==> config.mk <==
export PLATFORM = sky130hd
export DESIGN_NAME = mips_execute_alu
export DESIGN_NICKNAME = d
export VERILOG_FILES = /design/src/rtl/mexalu_pkg.sv /design/src/rtl/mexalu_alu.sv /design/src/rtl/mexalu_hilo.sv /design/src/rtl/mips_execute_alu.sv
export SDC_FILE = /design/constraint.sdc
export NUM_CORES = 2
export LEC_CHECK = 0
export BUFFER_PORTS_ARGS = -buffer_cell sky130_fd_sc_hd__buf_2
export CAP_MARGIN = 20
export CORE_AREA = 2 2 526 267
export CTS_CLUSTER_SIZE = 24
export DETAILED_ROUTE_END_ITERATION = 6
export DIE_AREA = 0 0 528 269
export PLACE_DENSITY = 0.64
export RECOVER_POWER = 25
export REMOVE_ABC_BUFFERS = 1
export SLEW_MARGIN = 40
export SYNTH_ARGS = -nofsm -noshare
export SYNTH_HDL_FRONTEND = slang
export SYNTH_SLANG_ARGS = --single-unit
==> constraint.sdc <==
create_clock -name clk -period 8.6 [get_ports clk]
set_input_delay 0 -clock clk [delete_from_list [all_inputs] [get_ports clk]]
set_output_delay 0 -clock clk [all_outputs]
set_load 0.05 [all_outputs]
==> src/rtl/mexalu_pkg.sv <==
// shared opcodes, function codes and types for the execute-stage alu
package mexalu_pkg;

  localparam int unsigned DataW = 32;
  localparam int unsigned ImmW  = 16;
  localparam int unsigned OpW   = 6;
  localparam int unsigned ShW   = 5;

  // primary opcodes
  localparam logic [OpW-1:0] OP_RTYPE = 6'd0;
  localparam logic [OpW-1:0] OP_JAL   = 6'd3;
  localparam logic [OpW-1:0] OP_BEQ   = 6'd4;
  localparam logic [OpW-1:0] OP_BNE   = 6'd5;
  localparam logic [OpW-1:0] OP_BGTZ  = 6'd7;
  localparam logic [OpW-1:0] OP_ADDI  = 6'd8;
  localparam logic [OpW-1:0] OP_ADDIU = 6'd9;
  localparam logic [OpW-1:0] OP_SLTI  = 6'd10;
  localparam logic [OpW-1:0] OP_ANDI  = 6'd12;
  localparam logic [OpW-1:0] OP_ORI   = 6'd13;
  localparam logic [OpW-1:0] OP_NORI  = 6'd14;
  localparam logic [OpW-1:0] OP_LUI   = 6'd15;
  localparam logic [OpW-1:0] OP_LB    = 6'd32;
  localparam logic [OpW-1:0] OP_LH    = 6'd33;
  localparam logic [OpW-1:0] OP_LW    = 6'd35;
  localparam logic [OpW-1:0] OP_LBU   = 6'd36;
  localparam logic [OpW-1:0] OP_LHU   = 6'd37;
  localparam logic [OpW-1:0] OP_SB    = 6'd40;
  localparam logic [OpW-1:0] OP_SH    = 6'd41;
  localparam logic [OpW-1:0] OP_SW    = 6'd43;

  // r-type function codes
  localparam logic [OpW-1:0] FN_SLL   = 6'd0;
  localparam logic [OpW-1:0] FN_SRL   = 6'd2;
  localparam logic [OpW-1:0] FN_SRA   = 6'd3;
  localparam logic [OpW-1:0] FN_MFHI  = 6'd16;
  localparam logic [OpW-1:0] FN_MFLO  = 6'd18;
  localparam logic [OpW-1:0] FN_MULT  = 6'd24;
  localparam logic [OpW-1:0] FN_MULTU = 6'd25;
  localparam logic [OpW-1:0] FN_ADD   = 6'd32;
  localparam logic [OpW-1:0] FN_ADDU  = 6'd33;
  localparam logic [OpW-1:0] FN_SUB   = 6'd34;
  localparam logic [OpW-1:0] FN_AND   = 6'd36;
  localparam logic [OpW-1:0] FN_OR    = 6'd37;
  localparam logic [OpW-1:0] FN_XOR   = 6'd38;
  localparam logic [OpW-1:0] FN_NOR   = 6'd39;
  localparam logic [OpW-1:0] FN_NAND  = 6'd40;
  localparam logic [OpW-1:0] FN_SLT   = 6'd42;

  // command from the alu decode to the hi/lo unit
  typedef struct packed {
    logic mult;
    logic mult_signed;
    logic read;
  } hilo_cmd_t;

  // hi/lo unit state seen by the alu
  typedef struct packed {
    logic [DataW-1:0] hi;
    logic [DataW-1:0] lo;
    logic             unread;
  } hilo_state_t;

endpackage

==> src/rtl/mexalu_alu.sv <==
// decode and combinational alu for one instruction
module mexalu_alu (
  input  logic                         bubble,
  input  logic [mexalu_pkg::OpW-1:0]   opcode,
  input  logic [mexalu_pkg::OpW-1:0]   func,
  input  logic [mexalu_pkg::ShW-1:0]   shamt,
  input  logic [mexalu_pkg::ImmW-1:0]  imm,
  input  logic [mexalu_pkg::DataW-1:0] rs_value,
  input  logic [mexalu_pkg::DataW-1:0] rt_value,
  input  logic [mexalu_pkg::DataW-1:0] pc_value,
  input  logic [mexalu_pkg::DataW-1:0] link_value,
  input  logic [mexalu_pkg::DataW-1:0] last_result,
  input  mexalu_pkg::hilo_state_t      hilo,
  output logic [mexalu_pkg::DataW-1:0] result,
  output logic                         num_overflow,
  output logic                         hilo_overwrite,
  output mexalu_pkg::hilo_cmd_t        cmd
);
  import mexalu_pkg::*;

  logic [DataW-1:0] se;
  logic [DataW-1:0] ze;
  logic [DataW-1:0] sum_rr;
  logic [DataW-1:0] diff_rr;
  logic [DataW-1:0] sum_ri;
  logic [DataW-1:0] sum_pc;
  logic             ovf_add_rr;
  logic             ovf_sub_rr;
  logic             ovf_add_ri;
  logic             ovf_pc;
  logic             is_mem;
  logic             is_branch;

  assign se = {{(DataW-ImmW){imm[ImmW-1]}}, imm};
  assign ze = {{(DataW-ImmW){1'b0}}, imm};

  assign sum_rr  = rs_value + rt_value;
  assign diff_rr = rs_value - rt_value;
  assign sum_ri  = rs_value + se;
  assign sum_pc  = pc_value + se;

  assign ovf_add_rr = (rs_value[DataW-1] ^ sum_rr[DataW-1]) &
                      (rt_value[DataW-1] ^ sum_rr[DataW-1]);
  assign ovf_sub_rr = (rs_value[DataW-1] ^ rt_value[DataW-1]) &
                      (rs_value[DataW-1] ^ diff_rr[DataW-1]);
  assign ovf_add_ri = (rs_value[DataW-1] ^ sum_ri[DataW-1]) &
                      (se[DataW-1] ^ sum_ri[DataW-1]);
  assign ovf_pc     = (pc_value[DataW-1] ^ sum_pc[DataW-1]) &
                      (se[DataW-1] ^ sum_pc[DataW-1]);

  // addi and the load/store address adds share the checked add
  assign is_mem = opcode inside {OP_ADDI, OP_LB, OP_LH, OP_LW, OP_LBU, OP_LHU,
                                 OP_SB, OP_SH, OP_SW};
  assign is_branch = opcode inside {OP_BEQ, OP_BNE, OP_BGTZ};

  always_comb begin
    result         = last_result;
    num_overflow   = 1'b0;
    hilo_overwrite = 1'b0;
    cmd            = '0;
    if (!bubble) begin
      if (opcode == OP_RTYPE) begin
        case (func)
          FN_ADD: begin
            result       = sum_rr;
            num_overflow = ovf_add_rr;
          end
          FN_ADDU: result = sum_rr;
          FN_SUB: begin
            result       = diff_rr;
            num_overflow = ovf_sub_rr;
          end
          FN_AND:  result = rs_value & rt_value;
          FN_OR:   result = rs_value | rt_value;
          FN_XOR:  result = rs_value ^ rt_value;
          FN_NOR:  result = ~(rs_value | rt_value);
          FN_NAND: result = ~(rs_value & rt_value);
          FN_SLT:  result = {{(DataW-1){1'b0}}, $signed(rs_value) < $signed(rt_value)};
          FN_SLL:  result = rt_value << shamt;
          FN_SRL:  result = rt_value >> shamt;
          FN_SRA:  result = $unsigned($signed(rt_value) >>> shamt);
          FN_MULT: begin
            hilo_overwrite  = hilo.unread;
            cmd.mult        = 1'b1;
            cmd.mult_signed = 1'b1;
          end
          FN_MULTU: begin
            hilo_overwrite = hilo.unread;
            cmd.mult       = 1'b1;
          end
          FN_MFHI: begin
            result   = hilo.hi;
            cmd.read = 1'b1;
          end
          FN_MFLO: begin
            result   = hilo.lo;
            cmd.read = 1'b1;
          end
          default: result = last_result;
        endcase
      end else if (is_mem) begin
        result       = sum_ri;
        num_overflow = ovf_add_ri;
      end else if (is_branch) begin
        num_overflow = ovf_pc;
      end else begin
        case (opcode)
          OP_ADDIU: result = sum_ri;
          OP_ANDI:  result = ze & rs_value;
          OP_ORI:   result = ze | rs_value;
          OP_NORI:  result = ~(ze | rs_value);
          OP_SLTI:  result = {{(DataW-1){1'b0}}, $signed(rs_value) < $signed(se)};
          OP_LUI:   result = {imm, {(DataW-ImmW){1'b0}}};
          OP_JAL:   result = link_value;
          default:  result = last_result;
        endcase
      end
    end
  end

endmodule

==> src/rtl/mexalu_hilo.sv <==
// multiplier and hi/lo product registers with the unread flag
module mexalu_hilo (
  input  logic                         clk,
  input  logic                         rst,
  input  logic                         advance,
  input  mexalu_pkg::hilo_cmd_t        cmd,
  input  logic [mexalu_pkg::DataW-1:0] rs_value,
  input  logic [mexalu_pkg::DataW-1:0] rt_value,
  output mexalu_pkg::hilo_state_t      hilo
);
  import mexalu_pkg::*;

  logic signed [DataW:0]     op_a;
  logic signed [DataW:0]     op_b;
  logic signed [2*DataW+1:0] product;
  logic [DataW-1:0]          hi;
  logic [DataW-1:0]          lo;
  logic                      unread;

  // one extra bit carries the sign for mult and a zero for multu
  assign op_a    = {cmd.mult_signed & rs_value[DataW-1], rs_value};
  assign op_b    = {cmd.mult_signed & rt_value[DataW-1], rt_value};
  assign product = op_a * op_b;

  always_ff @(posedge clk) begin
    if (rst) begin
      hi     <= '0;
      lo     <= '0;
      unread <= 1'b0;
    end else if (advance) begin
      if (cmd.mult) begin
        hi     <= product[2*DataW-1:DataW];
        lo     <= product[DataW-1:0];
        unread <= 1'b1;
      end else if (cmd.read) begin
        unread <= 1'b0;
      end
    end
  end

  assign hilo.hi     = hi;
  assign hilo.lo     = lo;
  assign hilo.unread = unread;

endmodule

==> src/rtl/mips_execute_alu.sv <==
// top level of the execute-stage alu: input register, alu, result register
// Execute stage of a MIPS-like pipeline. One instruction is taken every clock
// cycle while in_stall is low. Its result passes through the input register and
// then the result register, which holds it until it is taken. All alu work,
// including the 32x32 mult/multu into HI/LO, is done combinationally between
// those registers, so mfhi/mflo right after a multiply see the new product. A
// request is accepted while a finished result still waits at the output as long
// as the input register is free; in_stall only rises when both registers are
// full and out_stall is high. Bubbles, branches, multiplies and unknown codes
// repeat the previous result.
module mips_execute_alu (
  input  logic                         clk,
  input  logic                         rst,
  input  logic                         in_valid,
  output logic                         in_stall,
  input  logic                         bubble,
  input  logic [mexalu_pkg::OpW-1:0]   opcode,
  input  logic [mexalu_pkg::OpW-1:0]   func,
  input  logic [mexalu_pkg::ShW-1:0]   shamt,
  input  logic [mexalu_pkg::ImmW-1:0]  imm,
  input  logic [mexalu_pkg::DataW-1:0] rs_value,
  input  logic [mexalu_pkg::DataW-1:0] rt_value,
  input  logic [mexalu_pkg::DataW-1:0] pc_value,
  input  logic [mexalu_pkg::DataW-1:0] link_value,
  output logic                         out_valid,
  input  logic                         out_stall,
  output logic [mexalu_pkg::DataW-1:0] result,
  output logic                         num_overflow,
  output logic                         hilo_overwrite
);
  import mexalu_pkg::*;

  logic             s1_valid;
  logic             s1_bubble;
  logic [OpW-1:0]   s1_opcode;
  logic [OpW-1:0]   s1_func;
  logic [ShW-1:0]   s1_shamt;
  logic [ImmW-1:0]  s1_imm;
  logic [DataW-1:0] s1_rs;
  logic [DataW-1:0] s1_rt;
  logic [DataW-1:0] s1_pc;
  logic [DataW-1:0] s1_link;
  logic [DataW-1:0] last_result;

  logic             out_free;
  logic             advance;
  logic             accept;
  logic [DataW-1:0] alu_result;
  logic             alu_ovf;
  logic             alu_ow;
  hilo_cmd_t        cmd;
  hilo_state_t      hilo;

  assign out_free = !out_valid || !out_stall;
  assign advance  = s1_valid && out_free;
  assign in_stall = s1_valid && !out_free;
  assign accept   = in_valid && !in_stall;

  always_ff @(posedge clk) begin
    if (rst) begin
      s1_valid <= 1'b0;
    end else if (accept) begin
      s1_valid <= 1'b1;
    end else if (advance) begin
      s1_valid <= 1'b0;
    end
  end

  always_ff @(posedge clk) begin
    if (accept) begin
      s1_bubble <= bubble;
      s1_opcode <= opcode;
      s1_func   <= func;
      s1_shamt  <= shamt;
      s1_imm    <= imm;
      s1_rs     <= rs_value;
      s1_rt     <= rt_value;
      s1_pc     <= pc_value;
      s1_link   <= link_value;
    end
  end

  mexalu_alu u_alu (
    .bubble         (s1_bubble),
    .opcode         (s1_opcode),
    .func           (s1_func),
    .shamt          (s1_shamt),
    .imm            (s1_imm),
    .rs_value       (s1_rs),
    .rt_value       (s1_rt),
    .pc_value       (s1_pc),
    .link_value     (s1_link),
    .last_result    (last_result),
    .hilo           (hilo),
    .result         (alu_result),
    .num_overflow   (alu_ovf),
    .hilo_overwrite (alu_ow),
    .cmd            (cmd)
  );

  mexalu_hilo u_hilo (
    .clk      (clk),
    .rst      (rst),
    .advance  (advance),
    .cmd      (cmd),
    .rs_value (s1_rs),
    .rt_value (s1_rt),
    .hilo     (hilo)
  );

  // bubbles and no-result ops give last_result back, so loading it always is safe
  always_ff @(posedge clk) begin
    if (rst) begin
      last_result <= '0;
    end else if (advance) begin
      last_result <= alu_result;
    end
  end

  always_ff @(posedge clk) begin
    if (rst) begin
      out_valid <= 1'b0;
    end else if (advance) begin
      out_valid <= 1'b1;
    end else if (!out_stall) begin
      out_valid <= 1'b0;
    end
  end

  always_ff @(posedge clk) begin
    if (advance) begin
      result         <= alu_result;
      num_overflow   <= alu_ovf;
      hilo_overwrite <= alu_ow;
    end
  end

  // a multiply never reports arithmetic overflow
  assert property (@(posedge clk) disable iff (rst)
    out_valid && hilo_overwrite |-> !num_overflow)
    else $error("overflow and hilo overwrite flagged together");

  // a multiply leaves the product marked unread
  assert property (@(posedge clk) disable iff (rst)
    advance && cmd.mult |=> hilo.unread)
    else $error("hilo not marked unread after multiply");

  // the input side only stalls when the input register holds a request
  assert property (@(posedge clk) disable iff (rst)
    in_stall |-> s1_valid && out_valid)
    else $error("stall without a full pipeline");

  // nothing appears at the output without a request in flight
  assert property (@(posedge clk) disable iff (rst)
    !s1_valid && !out_valid |=> !out_valid)
    else $error("result without a request");

  // the result register reflects the last result after each step
  assert property (@(posedge clk) disable iff (rst)
    advance |=> result == last_result)
    else $error("last result out of step with output");

endmodule
Word level (Yosys, flattened, before mapping):

Cells that the tools add are included.

* logic and storage cells: 128
* output and inout bits: 36
* flip-flop bits (word level): 295
* input bits: 166

* bitwise logic cells: 24
* reduce and logical (&&, ||, !) cells: 20
* multiplexer cells: 21
* shifts and indexed selects: 3
* multipliers: 1
* add/sub/neg operators: 4
* eq/ne operators: 35
* order comparisons: 2

Operator list (count)
* $pmux 32 s13: 1
* $pmux 32 s7: 1
* $mux 32: 4
* $eq 6x6->1 const B: 17
* $add 32x32->32: 3
* $not 32->32: 3
* $mul 33x33->64: 1
* $eq 6x4->1 const B: 7
* $and 16x32->32: 1
* $and 32x32->32: 1
* $lt 32x16->1: 1
* $lt 32x32->1: 1
* $or 16x32->32: 1
* $or 32x32->32: 1
* $shl 32x5->32: 1
* $shr 32x5->32: 1
* $sshr 32x5->32: 1
* $sub 32x32->32: 1
* $xor 32x32->32: 1
* $eq 6x5->1 const B: 4
* $eq 6x2->1 const B: 3
* $eq 6x3->1 const B: 3
* $logic_not 6->1: 2
* $mux 1: 12
* other kinds (15): 38

Longest topological paths before layout:

* word-level depth: 7
* mapped depth: 36
* depth with buffers taken out: 32

Cells and area by module:

Synthesis repeated with hierarchy kept, for this count alone.

* cell total of the unflattened synthesis: 6961
* area total of the unflattened synthesis: 62292.2 µm²

By module, submodules not included
* mexalu_hilo: instances 1, cells each 4409, sequential area each 1301.2 µm², area an instance 39983.3 µm²
* mexalu_alu: instances 1, cells each 2207, sequential area each 0.0 µm², area an instance 14881.8 µm²
* mips_execute_alu: instances 1, cells each 345, sequential area each 6566.3 µm², area an instance 7427.1 µm²

Least setup slack after synthesis:

Ideal clock, no wire load.

* kind: reg2reg
* start point: register s1_opcode[4]
* end point: register u_hilo.hi[29]
* stages on the path, launching flop included: 33
* slack: -468 ps
* arrival time: 9006 ps
* cells stage by stage: edfxtp_1 nor2_1 nand2_1 nor3_2 nand3_1 clkbuf_1 nor3_1 clkbuf_1 nand2_1 inv_1 fa_1 fa_1 fa_1 inv_1 fa_1 inv_1 fa_1 inv_1 fa_1 fa_1 fa_1 inv_1 ha_1 clkbuf_1 and2_1 nand3_1 or2_2 or3_1 o21ai_1 a31o_2 o221ai_1 or4_1 nand3_1

* word-level cells in the longest chain between the ends: 5

RTL lines
* from (decl): line mips_execute_alu.sv:35 `logic [OpW-1:0] s1_opcode;`
* from (signal assigned): line mips_execute_alu.sv:72 `s1_opcode <= opcode;`
* $logic_not 6->1 (*): line mexalu_alu.sv:62 `if (opcode == OP_RTYPE) begin`
* $mux 3 (*): line mexalu_alu.sv:62
* $mux 3 (*): line mexalu_alu.sv:61 `if (!bubble) begin`
* $and 1x1->1, on equally long branches: line mexalu_hilo.sv:21, mexalu_hilo.sv:22
* $mul 33x33->64: line mexalu_hilo.sv:23 `assign product = op_a * op_b;`
* to (signal assigned): line mexalu_hilo.sv:32 `hi <= product[2*DataW-1:DataW];`
* to (decl): line mexalu_hilo.sv:16 `logic [DataW-1:0] hi;`

Every way passes the cells marked *; elsewhere a longest branch is shown, timed or not.
A chain may end at the register's enable or synchronous reset.

Worst setup path in the final report:

* start point: register s1_opcode[3]
* end point: register u_hilo.hi[27]

The elaborated chain is that of the path after synthesis.

==> impl_results.md <==
- CTS buffer count: 35
- Share of cells above drive strength 1: 14.79%
- CP max stage cell: fa_2
- CP dominant cell by count: fa_1
- XOR/XNOR share of the synthesized area: 1.510%
- Max Freq: 117.2 MHz
- Max cap viols: 0
- Core Area: 138100 sq um
- Die Y: 269 um
- DR DRC count: 0
- Clock Pin Slew Worst Setup and Hold Paths: 0.07 ns
- Crit path launch type: register
- Worst EP required: 9.09 ns
- Worst Setup Path Type: register to register
- Nets: 9261
- Synth Instances: 7009
- Largest stage delay, worst path: 0.63 ns
- Die area: 142000 sq um
- CP Capture Type: register
- Worst slew pin tran: 1.070 ns
- Clock sink total: 295
- Synth top cells by count: inv_1, fa_1, nand2_1
- Worst setup path startpoint: s1_opcode[3]
- Total GRT Usage: 40.09%
- Most common flop cell mapped by yosys: edfxtp_1
- Initial Util: 44.50%
- Crit path max fanout: 5
- Post-Synth Simple-Gate Area: 13.74%
- Post-Syn Area: 61470 sq um
- Setup WS post-layout: 0.06646 ns
- Share of synthesized area spent on multiplexers: 3.290%
- Unique masters post-synth: 99
- Rel. slew slack: 27.94%
- Area leader, netlist: fa_1
- Final non-filler cell total: 9414
- DR iter-0 viols: 8076
- Syn_area_per_cell: 8.769 sq um
- Synth Register Bits: 295
- Final RePlAce weighted congestion: 1.081
- Synthesized-area fraction occupied by adder cells: 45.23%
- Largest net degree at the start of global routing: 121
- Worst reg2reg path depth: 34
- Pre-CTS WS: -0.5946 ns
- CP arrival: 9.03 ns
- Die W: 528 um
- Area Growth Syn to Fin: 17.14%
- Largest family of logic cells by synthesized area: adder cells
- Status: finished, final reports clean
- Setup TNS: 0 ns
- Port Buffers: 201
- Register area share after synthesis: 12.80%
- Top-area cell type share of the netlist area: 36.74%
- Routed vias/inst: 6.063
- Share of flip-flops with an asynchronous set or reset: 0%
- CTS tree: yes
- Final Hold Viols: 0
- DR vias: 57078
- Max Transition Viols Final: 0
- Antenna viol nets, final: 0
- Clock buffer depth: 3
- H-tree depth: 2
- Synth area leaders: fa_1, edfxtp_1, ha_1
- I/O pin count: 202
- Fill cells: 12778
- Finish-stage setup viols: 0
- Post-synth EDFFs: 196
- First-pass GRT wire length: 404.2 mm
- RSZ-0062 raised after global routing: yes
- WL per Instance: 30.40 um
- First-pass iteration count of the detailed router: 7
- Drt total wl: 286.2 mm
- Reg-to-reg critical path startpoint: s1_opcode[3]
- Worst setup path endpoint: u_hilo.hi[27]
- Worst R2R End: u_hilo.hi[27]
- Initial antenna violation count: 20
- HP Class: input pin to register
- CTS root buf: clkbuf_16
- Worst-Skew Late Latency: 0.66 ns
- Core Rows: 97
- Placed insts: 9132
- Most frequent cell after synthesis: inv_1
- Post-DP HPWL: 232.6 mm
- Final period util: 99.23%
- Synthesis Warnings: 0
- Flop-to-flop setup slack: 0.07 ns
- Vias in the first global route: 55261
- Grt ovf: 0
- Synth Area in Compound Gates: 12.80%
- Final min period: 8.534 ns
- Clock skew: 0.06729 ns
per-layer routing:
layer  wire (um)  track usage [%]  vias to the layer above  share of wire, %
li1            -                -                    23551                 -
met1      121300            59.16                    28719                42
met2      102300            49.03                     4292                36
met3       53330            21.86                      492                19
met4        8881            10.44                       24               3.1
met5         324           0.7333                        -              0.11
cell families after synthesis:
logic type / after synthesis
flops: 295
simple gates: 2032
compound gates: 1181
buf+inv: 1717
mux: 133
fa+ha+maj: 1545
xor+xnor: 106
cells in the final DEF, fill, tap and decap left out, types with 82 or more instances in the layout:
master,instances
ha_1,406
edfxtp_1,196
buf_2,189
buf_4,494
nor2_1,683
dlygate4sd3_1,167
inv_1,1231
fa_1,1112
nand2_1,979
xnor2_1,82
a21oi_1,347
dfxtp_1,99
o21ai_0,196
through the flow:
stage	util [%]	area, sq um	hold WS, ns
floorplan	-	59720	0.06907
global placement	49.16	67890	0.1765
detailed placement	49.21	67970	0.1781
CTS	51.53	71170	0.03793
global route	52.12	71990	0.06068
finish	52.13	72000	0.05539
cell type report:
| type | count | area [sq um] | share of cell area, % |
|---|---|---|---|
| clock buffer | 41 | 928.4 | 1.289 |
| sequential | 295 | 7868 | 10.93 |
| multi-input combinational | 4997 | 47920 | 66.55 |
| antenna | 6 | 15.01 | 0.02085 |
| inverter | 1278 | 4842 | 6.725 |
| timing repair buffer | 943 | 7895 | 10.97 |
| tap | 1831 | 2291 | 3.182 |
| clock inverter | 23 | 245.2 | 0.3406 |
flip-flops by register name, summed over array words and instances (netlist names), 5 cells and up:
signal and count:
s1_func 6, s1_rt 32, s1_pc 32, s1_shamt 5
s1_opcode 6, last_result 32, u_hilo.hi 32, s1_imm 16
result 32, u_hilo.lo 32, s1_link 32, s1_rs 32
timing repair:
action | in CTS | in global routing
endpoints found under the setup margin | 19 | 26
hold buffers | 167 | 0
hold endpoints to repair | 174 | 0
buffers inserted | 19 | 27
gates resized for setup | 47 | 144
pin swaps | 18 | 107
critical path, delay by kind of cell, from the launching register on:
kind | cells | cell delay, ns
adder cells (fa/ha/maj) | 9 | 4.32
AO/OA/AOI/OAI | 3 | 0.42
flip-flops | 1 | 0.42
buffers and inverters | 13 | 1.68
AND/OR/NAND/NOR | 9 | 1.56
how the worst min path moves through the flow:
stage	startpoint	endpoint	slack (ns)	cells after the start
finish	rt_value[26]	s1_rt[26]	0.06	2
global route	rt_value[20]	s1_rt[20]	0.06	2
CTS	rt_value[26]	s1_rt[26]	0.04	2
detailed placement	imm[4]	s1_imm[4]	0.18	1
global placement	pc_value[17]	s1_pc[17]	0.18	1
floorplan	rst	last_result[11]	0.07	1
Power is not shown: default switching activity piles up to over one toggle a cycle in this logic, so the estimate is an artifact.
